File: config.mk
export PLATFORM = sky130hd
export DESIGN_NAME = hill_cipher_3x3_mod27_encrypt_unit
export DESIGN_NICKNAME = d
export VERILOG_FILES = /design/src/hw/rtl/hcm_pkg.sv /design/src/hw/rtl/hcm_front.sv /design/src/hw/rtl/hcm_grp_queue.sv /design/src/hw/rtl/hcm_back.sv /design/src/hw/rtl/hill_cipher_3x3_mod27_encrypt_unit.sv
export VERILOG_INCLUDE_DIRS = /design/src /design/src/hw/rtl
export SDC_FILE = /design/constraint.sdc
export NUM_CORES = 1
export LEC_CHECK = 0
export CAP_MARGIN = 25
export CORE_ASPECT_RATIO = 0.75
export CORE_UTILIZATION = 65
export DETAILED_ROUTE_END_ITERATION = 10
export DONT_BUFFER_PORTS = 1
export PLACE_DENSITY = 0.86
export SLEW_MARGIN = 5
export SYNTH_ARGS = -nofsm -noshare
export SYNTH_HDL_FRONTEND = slang
export SYNTH_SLANG_ARGS = --single-unit
File: constraint.sdc
create_clock -name i_clk -period 19 [get_ports i_clk]
set_input_delay 1.9 -clock i_clk [delete_from_list [all_inputs] [get_ports i_clk]]
set_output_delay 1.9 -clock i_clk [all_outputs]
set_load 0.1 [all_outputs]
File: src/hw/rtl/hill_cipher_3x3_mod27_encrypt_unit_assert.svh
// assertion macros for the hill cipher encrypt unit
// needs i_clk and i_rst_n in the scope of the module that uses them
`ifndef HILL_CIPHER_3X3_MOD27_ENCRYPT_UNIT_ASSERT_SVH
`define HILL_CIPHER_3X3_MOD27_ENCRYPT_UNIT_ASSERT_SVH

// same-cycle implication, checked out of reset
`define HCM_ASSERT_IMPL(label, ante, cons, msg) \
    label: assert property (@(posedge i_clk) disable iff (!i_rst_n) \
        (ante) |-> (cons)) else $error(msg);

// next-cycle implication, checked out of reset
`define HCM_ASSERT_NEXT(label, ante, cons, msg) \
    label: assert property (@(posedge i_clk) disable iff (!i_rst_n) \
        (ante) |=> (cons)) else $error(msg);

`endif

File: src/hw/rtl/hcm_pkg.sv
// shared types, constants and symbol helpers for the hill cipher encrypt unit
// no dependencies
package hcm_pkg;

    // symbol alphabet
    localparam int SYM_W     = 5;
    localparam int SYM_MOD   = 27;
    localparam int SYM_SPACE = 26;

    localparam logic [7:0] ASCII_A     = 8'h61;
    localparam logic [7:0] ASCII_Z     = 8'h7a;
    localparam logic [7:0] ASCII_SPACE = 8'h20;

    // key registers
    localparam int KEY_W = 3 * SYM_W;
    localparam logic [KEY_W-1:0] KEY_ROW0_RST = 15'd3137;
    localparam logic [KEY_W-1:0] KEY_ROW1_RST = 15'd6307;
    localparam logic [KEY_W-1:0] KEY_ROW2_RST = 15'd2217;

    typedef enum logic [1:0] {
        REG_KEY_ROW0 = 2'd0,
        REG_KEY_ROW1 = 2'd1,
        REG_KEY_ROW2 = 2'd2
    } t_reg_idx;

    typedef logic [2:0][KEY_W-1:0] t_key_set;

    // row arithmetic: sum of three 5x5 products, reduced mod 27
    localparam int ACC_W       = 12;
    localparam int RECIP       = 1213;   // floor(2^15 / 27)
    localparam int RECIP_W     = 11;
    localparam int RECIP_SHIFT = 15;
    localparam int QP_W        = ACC_W + RECIP_W;
    localparam int Q_W         = 7;

    // queues
    localparam int GQ_DEPTH = 4;
    localparam int GQ_AW    = $clog2(GQ_DEPTH);
    localparam int OQ_DEPTH = 4;
    localparam int OQ_AW    = $clog2(OQ_DEPTH);

    typedef logic [SYM_W-1:0] t_sym;

    typedef struct packed {
        t_sym [2:0] sym;
        logic       last;
    } t_group;

    typedef struct packed {
        logic   push;
        t_group grp;
    } t_gq_wr;

    // byte to symbol: a..z give 0..25, anything else the space symbol
    function automatic t_sym to_symbol(input logic [7:0] b);
        logic [7:0] d;
        d = b - ASCII_A;
        if (b >= ASCII_A && b <= ASCII_Z) begin
            return d[SYM_W-1:0];
        end
        return t_sym'(SYM_SPACE);
    endfunction

    // symbol to byte
    function automatic logic [7:0] to_byte(input t_sym s);
        if (s < t_sym'(SYM_SPACE)) begin
            return ASCII_A + {3'b000, s};
        end
        return ASCII_SPACE;
    endfunction

endpackage

File: src/hw/rtl/hcm_front.sv
// front end: classifies bytes into symbols and assembles groups of three
// depends on hcm_pkg
module hcm_front (
    input  logic                  i_clk,
    input  logic                  i_rst_n,
    input  logic                  push,
    output logic                  full,
    input  logic [7:0]            i_char_in,
    input  logic                  i_end_of_message,
    input  logic                  i_gq_full,
    output hcm_pkg::t_gq_wr       o_gq_wr
);

    logic [1:0]          r_fill;
    logic [1:0]          n_fill;
    hcm_pkg::t_sym [1:0] r_held;
    hcm_pkg::t_sym       w_sym;
    logic                w_accept;
    logic                w_close;
    hcm_pkg::t_group     w_grp;

    assign full     = i_gq_full;
    assign w_accept = push && !i_gq_full;
    assign w_sym    = hcm_pkg::to_symbol(i_char_in);
    assign w_close  = (r_fill == 2'd2) || i_end_of_message;

    // group as it stands with this beat, padded with spaces
    always_comb begin
        w_grp.sym[0] = (r_fill == 2'd0) ? w_sym : r_held[0];
        w_grp.sym[1] = (r_fill == 2'd1) ? w_sym :
                       (r_fill == 2'd2) ? r_held[1] :
                       hcm_pkg::t_sym'(hcm_pkg::SYM_SPACE);
        w_grp.sym[2] = (r_fill == 2'd2) ? w_sym :
                       hcm_pkg::t_sym'(hcm_pkg::SYM_SPACE);
        w_grp.last   = i_end_of_message;
    end

    assign o_gq_wr.push = w_accept && w_close;
    assign o_gq_wr.grp  = w_grp;

    // fill count
    always_comb begin
        n_fill = r_fill;
        if (w_accept) begin
            n_fill = w_close ? 2'd0 : r_fill + 2'd1;
        end
    end

    always_ff @(posedge i_clk) begin
        if (!i_rst_n) begin
            r_fill <= 2'd0;
        end else begin
            r_fill <= n_fill;
        end
    end

    // held symbols of the unfinished group
    always_ff @(posedge i_clk) begin
        if (w_accept && !w_close) begin
            r_held[r_fill[0]] <= w_sym;
        end
    end

endmodule

File: src/hw/rtl/hcm_grp_queue.sv
// short queue of complete groups between the front and back ends
// depends on hcm_pkg
module hcm_grp_queue (
    input  logic            i_clk,
    input  logic            i_rst_n,
    input  hcm_pkg::t_gq_wr i_wr,
    output logic            o_full,
    input  logic            i_pop,
    output logic            o_empty,
    output hcm_pkg::t_group o_grp
);

    hcm_pkg::t_group [hcm_pkg::GQ_DEPTH-1:0] r_mem;
    logic [hcm_pkg::GQ_AW-1:0] r_wptr;
    logic [hcm_pkg::GQ_AW-1:0] r_rptr;
    logic [hcm_pkg::GQ_AW:0]   r_cnt;
    logic                      w_wr;
    logic                      w_rd;

    assign o_full  = (r_cnt == (hcm_pkg::GQ_AW+1)'(hcm_pkg::GQ_DEPTH));
    assign o_empty = (r_cnt == '0);
    assign w_wr    = i_wr.push && !o_full;
    assign w_rd    = i_pop && !o_empty;
    assign o_grp   = r_mem[r_rptr];

    // pointers and count
    always_ff @(posedge i_clk) begin
        if (!i_rst_n) begin
            r_wptr <= '0;
            r_rptr <= '0;
            r_cnt  <= '0;
        end else begin
            if (w_wr) begin
                r_wptr <= r_wptr + 1'b1;
            end
            if (w_rd) begin
                r_rptr <= r_rptr + 1'b1;
            end
            r_cnt <= r_cnt + (hcm_pkg::GQ_AW+1)'(w_wr) - (hcm_pkg::GQ_AW+1)'(w_rd);
        end
    end

    // storage
    always_ff @(posedge i_clk) begin
        if (w_wr) begin
            r_mem[r_wptr] <= i_wr.grp;
        end
    end

endmodule

File: src/hw/rtl/hcm_back.sv
// back end: one key row per cycle unless stalled, a three-stage pipeline,
// mod 27 reduction by reciprocal multiply and the output queue; uses hcm_pkg
module hcm_back (
    input  logic              i_clk,
    input  logic              i_rst_n,
    input  hcm_pkg::t_key_set i_keys,
    input  logic              i_gq_empty,
    input  hcm_pkg::t_group   i_grp,
    output logic              o_gq_pop,
    output logic              empty,
    input  logic              pop,
    output logic [7:0]        o_char_out,
    output logic              o_last_out
);

    localparam int OQ_CW = hcm_pkg::OQ_AW + 2;

    logic [1:0]                     r_row;
    logic                           w_issue;
    logic [hcm_pkg::KEY_W-1:0]      w_key;
    logic [hcm_pkg::ACC_W-1:0]      w_acc;

    logic                           r_s1_vld;
    logic                           r_s1_last;
    logic [hcm_pkg::ACC_W-1:0]      r_s1_acc;

    logic [hcm_pkg::QP_W-1:0]       w_qprod;
    logic                           r_s2_vld;
    logic                           r_s2_last;
    logic [hcm_pkg::ACC_W-1:0]      r_s2_acc;
    logic [hcm_pkg::Q_W-1:0]        r_s2_q;

    logic [hcm_pkg::ACC_W-1:0]      w_q27;
    logic [hcm_pkg::ACC_W-1:0]      w_rem;
    logic [hcm_pkg::ACC_W-1:0]      w_rem_fix;
    logic [7:0]                     w_byte;

    logic [hcm_pkg::OQ_DEPTH-1:0][7:0] r_oq_char;
    logic [hcm_pkg::OQ_DEPTH-1:0]      r_oq_last;
    logic [hcm_pkg::OQ_AW-1:0]         r_oq_wptr;
    logic [hcm_pkg::OQ_AW-1:0]         r_oq_rptr;
    logic [hcm_pkg::OQ_AW:0]           r_oq_cnt;
    logic                              w_oq_rd;

    // issue a row while the output queue has room for everything in flight
    assign w_issue = !i_gq_empty &&
                     ((OQ_CW'(r_oq_cnt) + OQ_CW'(r_s1_vld) + OQ_CW'(r_s2_vld))
                      < OQ_CW'(hcm_pkg::OQ_DEPTH));
    assign o_gq_pop = w_issue && (r_row == 2'd2);
    assign w_key    = i_keys[r_row];

    // stage 1: dot product of key row and group
    assign w_acc = hcm_pkg::ACC_W'(w_key[4:0])   * hcm_pkg::ACC_W'(i_grp.sym[0])
                 + hcm_pkg::ACC_W'(w_key[9:5])   * hcm_pkg::ACC_W'(i_grp.sym[1])
                 + hcm_pkg::ACC_W'(w_key[14:10]) * hcm_pkg::ACC_W'(i_grp.sym[2]);

    always_ff @(posedge i_clk) begin
        if (!i_rst_n) begin
            r_row    <= 2'd0;
            r_s1_vld <= 1'b0;
            r_s2_vld <= 1'b0;
        end else begin
            if (w_issue) begin
                r_row <= (r_row == 2'd2) ? 2'd0 : r_row + 2'd1;
            end
            r_s1_vld <= w_issue;
            r_s2_vld <= r_s1_vld;
        end
    end

    always_ff @(posedge i_clk) begin
        r_s1_acc  <= w_acc;
        r_s1_last <= i_grp.last && (r_row == 2'd2);
    end

    // stage 2: quotient estimate, exact or one low
    assign w_qprod = hcm_pkg::QP_W'(r_s1_acc) * hcm_pkg::QP_W'(hcm_pkg::RECIP);

    always_ff @(posedge i_clk) begin
        r_s2_acc  <= r_s1_acc;
        r_s2_q    <= w_qprod[hcm_pkg::RECIP_SHIFT +: hcm_pkg::Q_W];
        r_s2_last <= r_s1_last;
    end

    // stage 3: remainder with one correction step, then the cipher byte
    assign w_q27     = (hcm_pkg::ACC_W'(r_s2_q) << 5) - (hcm_pkg::ACC_W'(r_s2_q) << 2)
                     - hcm_pkg::ACC_W'(r_s2_q);
    assign w_rem     = r_s2_acc - w_q27;
    assign w_rem_fix = (w_rem >= hcm_pkg::ACC_W'(hcm_pkg::SYM_MOD))
                     ? w_rem - hcm_pkg::ACC_W'(hcm_pkg::SYM_MOD) : w_rem;
    assign w_byte    = hcm_pkg::to_byte(w_rem_fix[hcm_pkg::SYM_W-1:0]);

    // output queue
    assign empty      = (r_oq_cnt == '0);
    assign w_oq_rd    = pop && !empty;
    assign o_char_out = r_oq_char[r_oq_rptr];
    assign o_last_out = r_oq_last[r_oq_rptr];

    always_ff @(posedge i_clk) begin
        if (!i_rst_n) begin
            r_oq_wptr <= '0;
            r_oq_rptr <= '0;
            r_oq_cnt  <= '0;
        end else begin
            if (r_s2_vld) begin
                r_oq_wptr <= r_oq_wptr + 1'b1;
            end
            if (w_oq_rd) begin
                r_oq_rptr <= r_oq_rptr + 1'b1;
            end
            r_oq_cnt <= r_oq_cnt + (hcm_pkg::OQ_AW+1)'(r_s2_vld)
                      - (hcm_pkg::OQ_AW+1)'(w_oq_rd);
        end
    end

    always_ff @(posedge i_clk) begin
        if (r_s2_vld) begin
            r_oq_char[r_oq_wptr] <= w_byte;
            r_oq_last[r_oq_wptr] <= r_s2_last;
        end
    end

endmodule

File: src/hw/rtl/hill_cipher_3x3_mod27_encrypt_unit.sv
// Hill cipher encryptor, 3x3 key modulo 27, one message byte per beat.
//
// Input channel: a byte and an end-of-message flag are taken on a beat where
// push is high and full is low. Every third byte, or a byte flagged as the
// end of the message, closes a group of three symbols (short groups padded
// with spaces); the group goes to a four-entry group queue.
// Output channel: while empty is low the oldest cipher byte and its last flag
// are on the result ports; pop takes it. Three bytes come out per group, the
// third of a group closed by end of message carries last.
// Key rows are written through i_cfg_we / i_cfg_idx / i_cfg_data by the user
// only while idle; the block does not enforce it. Each key row of a group
// passes the stage 1 and 2 registers into the output queue. The back end does
// one key row per cycle while the output queue has room, so one byte per
// cycle is sustained on a full-group stream, but a one-byte message still
// takes three key rows. A stalled receiver fills the four-entry output queue,
// then the back end holds, then the group queue fills and full rises. Reset
// clears both queues and the group fill and loads the default key.
// depends on hcm_pkg, hcm_front, hcm_grp_queue, hcm_back and the assert header
`include "hill_cipher_3x3_mod27_encrypt_unit_assert.svh"

module hill_cipher_3x3_mod27_encrypt_unit (
    input  logic                      i_clk,
    input  logic                      i_rst_n,
    input  logic                      i_cfg_we,
    input  logic [1:0]                i_cfg_idx,
    input  logic [hcm_pkg::KEY_W-1:0] i_cfg_data,
    input  logic                      push,
    output logic                      full,
    input  logic [7:0]                i_char_in,
    input  logic                      i_end_of_message,
    output logic                      empty,
    input  logic                      pop,
    output logic [7:0]                o_char_out,
    output logic                      o_last_out
);

    hcm_pkg::t_key_set r_keys;
    hcm_pkg::t_gq_wr   w_gq_wr;
    hcm_pkg::t_group   w_gq_grp;
    logic              w_gq_full;
    logic              w_gq_empty;
    logic              w_gq_pop;

    // key registers
    always_ff @(posedge i_clk) begin
        if (!i_rst_n) begin
            r_keys[0] <= hcm_pkg::KEY_ROW0_RST;
            r_keys[1] <= hcm_pkg::KEY_ROW1_RST;
            r_keys[2] <= hcm_pkg::KEY_ROW2_RST;
        end else if (i_cfg_we) begin
            unique case (hcm_pkg::t_reg_idx'(i_cfg_idx))
                hcm_pkg::REG_KEY_ROW0: r_keys[0] <= i_cfg_data;
                hcm_pkg::REG_KEY_ROW1: r_keys[1] <= i_cfg_data;
                hcm_pkg::REG_KEY_ROW2: r_keys[2] <= i_cfg_data;
                default: ;
            endcase
        end
    end

    hcm_front u_front (
        .i_clk            (i_clk),
        .i_rst_n          (i_rst_n),
        .push             (push),
        .full             (full),
        .i_char_in        (i_char_in),
        .i_end_of_message (i_end_of_message),
        .i_gq_full        (w_gq_full),
        .o_gq_wr          (w_gq_wr)
    );

    hcm_grp_queue u_grp_queue (
        .i_clk   (i_clk),
        .i_rst_n (i_rst_n),
        .i_wr    (w_gq_wr),
        .o_full  (w_gq_full),
        .i_pop   (w_gq_pop),
        .o_empty (w_gq_empty),
        .o_grp   (w_gq_grp)
    );

    hcm_back u_back (
        .i_clk      (i_clk),
        .i_rst_n    (i_rst_n),
        .i_keys     (r_keys),
        .i_gq_empty (w_gq_empty),
        .i_grp      (w_gq_grp),
        .o_gq_pop   (w_gq_pop),
        .empty      (empty),
        .pop        (pop),
        .o_char_out (o_char_out),
        .o_last_out (o_last_out)
    );

    // an accepted end-of-message beat always closes a group
    `HCM_ASSERT_IMPL(a_eom_closes, push && !full && i_end_of_message, w_gq_wr.push, "eom beat did not close a group")
    // every waiting result is a letter or a space
    `HCM_ASSERT_IMPL(a_out_alphabet, !empty, o_char_out == hcm_pkg::ASCII_SPACE || (o_char_out >= hcm_pkg::ASCII_A && o_char_out <= hcm_pkg::ASCII_Z), "cipher byte outside alphabet")
    // a group accepted into an empty queue is visible on the next cycle
    `HCM_ASSERT_NEXT(a_gq_visible, w_gq_wr.push && !w_gq_full && w_gq_empty, !w_gq_empty, "closed group lost")

endmodule

Yosys cells after proc, flatten, opt, wreduce, memory -nomap -nowiden:

Index checks and enable logic that the tools add are counted.

* add/sub/neg operators: 20
* $mul: 4
* div/mod/pow operators: 0
* $lt $le $gt $ge: 14
* equal/unequal tests: 6
* shift operators: 0
* muxes and demuxes: 33
* bitwise gates (word level): 0
* reductions and logical operators: 25

Operators with widths (count)
* 64-bit bitwise mux: 1
* 5-bit 2-to-1 mux: 8
* 16-bit binary-select mux with 2-bit select: 1
* 32-bit bitwise mux: 1
* 16-bit demux with 2-bit select: 1
* 16-bit 2-to-1 mux: 2
* 8-bit 2-to-1 mux: 4
* 15-bit binary-select mux with 2-bit select: 1
* 5-bit by 5-bit multiplier with 10-bit output: 3
* 12-bit by 11-bit multiplier with 22-bit output, second input constant: 1
* 8-bit binary-select mux with 2-bit select: 1
* 8-bit demux with 2-bit select: 1
* 2-bit by 3-bit < comparator with 1-bit output, second input constant: 5
* 15-bit 2-to-1 mux: 1
* 1-bit logical AND: 13
* 12-bit by 10-bit adder with 12-bit output: 1
* 2-bit by 1-bit adder with 2-bit output, second input constant: 6
* 12-bit by 5-bit greater-or-equal comparator with 1-bit output, second input constant: 1
* 12-bit subtractor: 1
* 12-bit by 7-bit subtractor with 12-bit output: 1
* 12-bit by 9-bit subtractor with 12-bit output: 1
* 10-bit by 10-bit adder with 11-bit output: 1
* 10-bit bitwise mux: 1
* 7-bit by 5-bit adder with 8-bit output, first input constant: 1
* 27 further kinds: 44

* register bits: 208
* bits in latches: 0
* memory bits (writable): 0
* ROM bits: 0
* input bits: 31
* output and inout port bits: 11
* logic and storage cells: 143
* memories: 0

Depth between registers and ports, before layout:

* depth after elaboration: 9
* depth in mapped cells: 30
* gate-level depth less buffers: 28

Modules after synthesis:

A second synthesis with hierarchy kept.

* cell total of the unflattened synthesis: 1278
* area total of the unflattened synthesis: 14490.1 sq um

Modules (own cells, without submodules)
* hcm_back: instances 1, cells an instance 892, area each 9112.5 sq um, sequential area each 1961.9 sq um
* hcm_grp_queue: instances 1, cells an instance 131, area each 2786.4 sq um, sequential area each 2062.0 sq um
* hill_cipher_3x3_mod27_encrypt_unit: instances 1, cells an instance 171, area each 1773.0 sq um, sequential area each 900.9 sq um
* hcm_front: instances 1, cells an instance 84, area each 818.3 sq um, sequential area each 340.3 sq um

Worst setup path before layout:

Ideal clock, no wire load.

* kind: flip-flop to flip-flop
* start point: register u_grp_queue.r_rptr[0] in the netlist's numbering
* end point: register u_back.r_s1_acc[11] in the netlist's numbering
* setup time: 0.114 ns
* arrival: 7.935 ns
* data required time: 18.886 ns
* path slack: 10.951 ns
* stages on the path, launching flop included: 27
* path buffers: 2
* clock period less this slack: 8.049 ns
* cell sequence: dfxtp_1 clkbuf_1 clkbuf_1 mux4_2 and2_1 fa_1 inv_1 fa_1 fa_1 fa_1 inv_1 fa_1 ha_1 a21oi_1 xnor2_1 fa_1 inv_1 fa_1 fa_1 ha_1 a21oi_1 o21bai_1 a21oi_1 o21bai_1 a21oi_1 o21bai_1 a21o_1

* word-level cells in the longest chain between the ends: 5
* elaborated cells between the ends (all ways): 7
* classes of those cells: add/sub (2); mul (3); mux (2)

RTL lines
* start: declaration: RTL line hcm_grp_queue.sv:15 `logic [hcm_pkg::GQ_AW-1:0] r_rptr;`
* start signal: assignment: RTL line hcm_grp_queue.sv:37 `r_rptr <= r_rptr + 1'b1;`
* 16-bit binary-select mux with 2-bit select *: RTL line hcm_grp_queue.sv:24 `assign o_grp = r_mem[r_rptr];`
* 16-bit 2-to-1 mux (not written as such) *: RTL line hcm_grp_queue.sv:24
* 5-bit by 5-bit multiplier with 10-bit output (on tied branches): RTL line hcm_back.sv:53, hcm_back.sv:54
* 10-bit by 10-bit adder with 11-bit output: RTL line hcm_back.sv:54 `+ hcm_pkg::ACC_W'(w_key[9:5]) * hcm_pkg::ACC_W'(i_grp.sym[1])`
* 12-bit by 10-bit adder with 12-bit output *: RTL line hcm_back.sv:55 `+ hcm_pkg::ACC_W'(w_key[14:10]) * hcm_pkg::ACC_W'(i_grp.sym[2]);`
* named net u_back.w_acc, one bit: RTL line hcm_back.sv:21 `logic [hcm_pkg::ACC_W-1:0] w_acc;`
* end signal: assignment: RTL line hcm_back.sv:72 `r_s1_acc <= w_acc;`
* end: declaration: RTL line hcm_back.sv:25 `logic [hcm_pkg::ACC_W-1:0] r_s1_acc;`

The timed path passes the listed nets; every way through them passes the cells marked *. The select of a mux whose other input is x is not followed.
A chain may end at the register's enable or synchronous reset.

Worst setup path after layout:

Ends and elaborated chain as after synthesis.

==> results.py <==
metrics = {
    "sta": {
        "finalSetupTns_ns": 0,
        "fmax_mhz": 124,
        "finalSetupViolations": 0,
        "min_period_over_period": 0.424,
        "skew_ns": 0.0103,
        "fin_crit_ns": 8.06,
        "hold_ws_ns": 0.340,
        "rsz0062_at_grt": "no",
        "maxSlewViolCount": 0,
        "tightest_slew_ns": 1.02,
        "hold_violations": 0,
        "max_slew_margin": 0.315,
    },
    "global_routing": {
        "grt_use_total": 0.258,
        "grt-ovfl-total": 0,
        "grt_pass1_wl_microns": 44500,
        "grt_pass1_vias": 9190,
        "antenna_found_initial": 0,
        "grt_max_degree": 48,
    },
    "yosys": {
        "synth-async-reset-ratio": 0,
        "synth_compound_area_frac": 0.0699,
        "synthMuxAreaShare": 0.0555,
        "synth_top_family_by_area": "adder cells",
        "synth-edff-count": 110,
        "synth_cell_types": 66,
        "syn_area_sq_um": 14000,
        "synthAdderAreaFrac": 0.297,
        "syn_area_per_cell_sq_um": 11.1,
        "seq_area_frac_synth": 0.376,
        "yosysWarnings": 0,
        "syn_inst": 1263,
        "synth-simple-area-share": 0.114,
        "ys.flop_type": "edfxtp_1",
        "synth-seq-cells": 208,
        "synth-xor-area-share": 0.0288,
    },
    "finish": {
        "drive_above_1_share": 0.0634,
        "mostFrequentLayoutCells": "inv_1 (178), ha_1 (168), nand2_1 (144)",
        "antenna_cells": 0,
        "final_nets": 1566,
        "syn_to_final_growth_pct": 7.20,
        "final_common_cell": "inv_1",
        "fin_area_sq_um": 15000,
    },
    "critical_path": {
        "criticalPathCategory": "flop to flop",
        "crit_top_cell": "fa_1",
        "critical_path.max_stage_delay_ns": 0.71,
        "worst_setup_path_start_kind": "flop",
        "worstPathArrival_ns": 8.45,
        "endpoint_kind": "flop",
        "cp_top_family": "adder cells",
        "path_max_fanout": 10,
        "slowest_stage": "dfxtp_1",
        "critPathRequiredTime_ns": 19.39,
        "cp_num_buf_inv": 4,
    },
    "die": {
        "core_sq_um": 21100,
        "dieArea_sq_um": 22100,
        "start_util": 0.663,
        "fp.dieH_microns": 129,
        "rows": 46,
        "io_pins": 42,
        "die_x_microns": 171,
    },
    "clock_network": {
        "clock_sinks": 208,
        "htreeDepth": 1,
        "cts.clk_slew.worst_paths_ns": 0.07,
        "cts_tree": "built",
        "clock_path_buffers": 3,
        "cts_setup_buffers": 0,
        "clk_latency_ns": 0.50,
        "ctsResizeCount": 0,
        "clock-root-buffer": "clkbuf_16",
        "numCtsBuffers": 20,
        "cts_hold_buf": 0,
    },
    "routing": {
        "vias_per_cell": 5.77,
        "drtIter0Drc": 601,
        "routedWlPerCell_microns": 17.2,
        "routed_wl_microns": 27000,
        "postRouteAntennaNets": 0,
        "drtPass1Iterations": 7,
        "post-route-drc-count": 0,
        "via_count": 9033,
    },
    "hold_path": {
        "min_path_type": "flop to flop",
    },
    "placed_design": {
        "dp_hpwl_microns": 20200,
        "portBuffers": 0,
        "gp_congestion": 0.820,
        "placed_area_sq_um": 14300,
    },
    "run": {
        "drv_cap": 0,
    },
    "status": {
        "status": "complete, no violations",
    },
}
==> registers in the layout, indices dropped and copies added (netlist names) <==
signal / count
r_keys: 45
u_back.r_oq_char: 32
u_back.r_oq_cnt: 3
u_back.r_oq_last: 4
u_back.r_oq_rptr: 2
u_back.r_oq_wptr: 2
u_back.r_row: 2
u_back.r_s1_acc: 12
u_back.r_s1_last: 1
u_back.r_s1_vld: 1
u_back.r_s2_acc: 12
u_back.r_s2_last: 1
u_back.r_s2_q: 7
u_back.r_s2_vld: 1
u_front.r_fill: 2
u_front.r_held: 10
u_grp_queue.r_cnt: 3
u_grp_queue.r_mem: 64
u_grp_queue.r_rptr: 2
u_grp_queue.r_wptr: 2
==> final timing paths <==
check                              from                  end  slack, ns  depth (start not counted)
setup / recovery  u_grp_queue.r_rptr[0]  u_back.r_s1_acc[11]      10.94                         25
hold / removal         u_back.r_s1_last     u_back.r_s2_last       0.34                          0
setup reg to reg  u_grp_queue.r_rptr[0]  u_back.r_s1_acc[11]      10.94                         25
hold reg to reg        u_back.r_s1_last     u_back.r_s2_last       0.34                          0
==> logic make-up (layout without fill, tap and decap cells) <==
| kind of cell | count (synthesis) | after routing |
|---|---|---|
| mux | 46 | 46 |
| compound gates | 148 | 148 |
| simple gates | 329 | 329 |
| buf+inv | 213 | 222 |
| other cells | 2 | 8 |
| fa+ha+maj | 271 | 271 |
| flops | 208 | 208 |
| xor+xnor | 46 | 46 |
==> final cells by class <==
type	instances	area, sq um
clock inverter	12	118
timing repair buffer	8	100
clock buffer	24	537
inverter	178	668
tap	288	360
fill	1431	6120
sequential	208	5270
multi-input combinational	848	7960
==> metal layers <==
metal / vias to the layer above / global-route usage / share of wire
met5: - / 0 / 0
met3: 54 / 0.0394 / 0.052
li1: 4254 / - / -
met1: 4493 / 0.348 / 0.43
met4: 0 / 0.0683 / 0.022
met2: 232 / 0.438 / 0.49
==> cells in the mapped netlist (18+ instances only) <==
cell	instances	share of area
and2_1	72	0.032
xnor2_1	32	0.020
nor2_1	44	0.012
ha_1	168	0.15
fa_1	103	0.15
dfxtp_1	98	0.14
mux4_2	25	0.040
mux2i_1	18	0.013
nand3_1	23	0.0082
clkbuf_1	30	0.0080
inv_1	178	0.048
a21oi_1	66	0.024
edfxtp_1	110	0.24
nand2_1	144	0.039
==> worst reg2reg max path, stage by stage, from the launching register on <==
cell	delay [ns]
dfxtp_1	0.71
buf_8	0.24
mux4_2	0.57
and2_1	0.20
fa_1	0.53
inv_1	0.05
fa_1	0.53
fa_1	0.44
fa_1	0.54
inv_1	0.05
fa_1	0.47
ha_1	0.34
a21oi_1	0.21
xnor2_1	0.16
fa_1	0.43
inv_1	0.07
fa_1	0.43
fa_1	0.49
ha_1	0.34
a21oi_1	0.22
o21bai_1	0.10
a21oi_1	0.23
o21bai_1	0.09
a21oi_1	0.24
o21bai_1	0.10
a21o_1	0.17
==> metrics by stage <==
stage	utilization	cells	worst slack [ns]
final	0.710	1566	10.94
after global routing	0.710	1566	10.48
after CTS	0.710	1565	10.90
after detailed placement	0.679	1529	10.91
after global placement	0.679	1528	10.79
after floorplan	-	1269	10.95
Power is left out: the tool's default activity adds up to more than one toggle a clock period on the data nets, which glitch-free logic cannot reach.
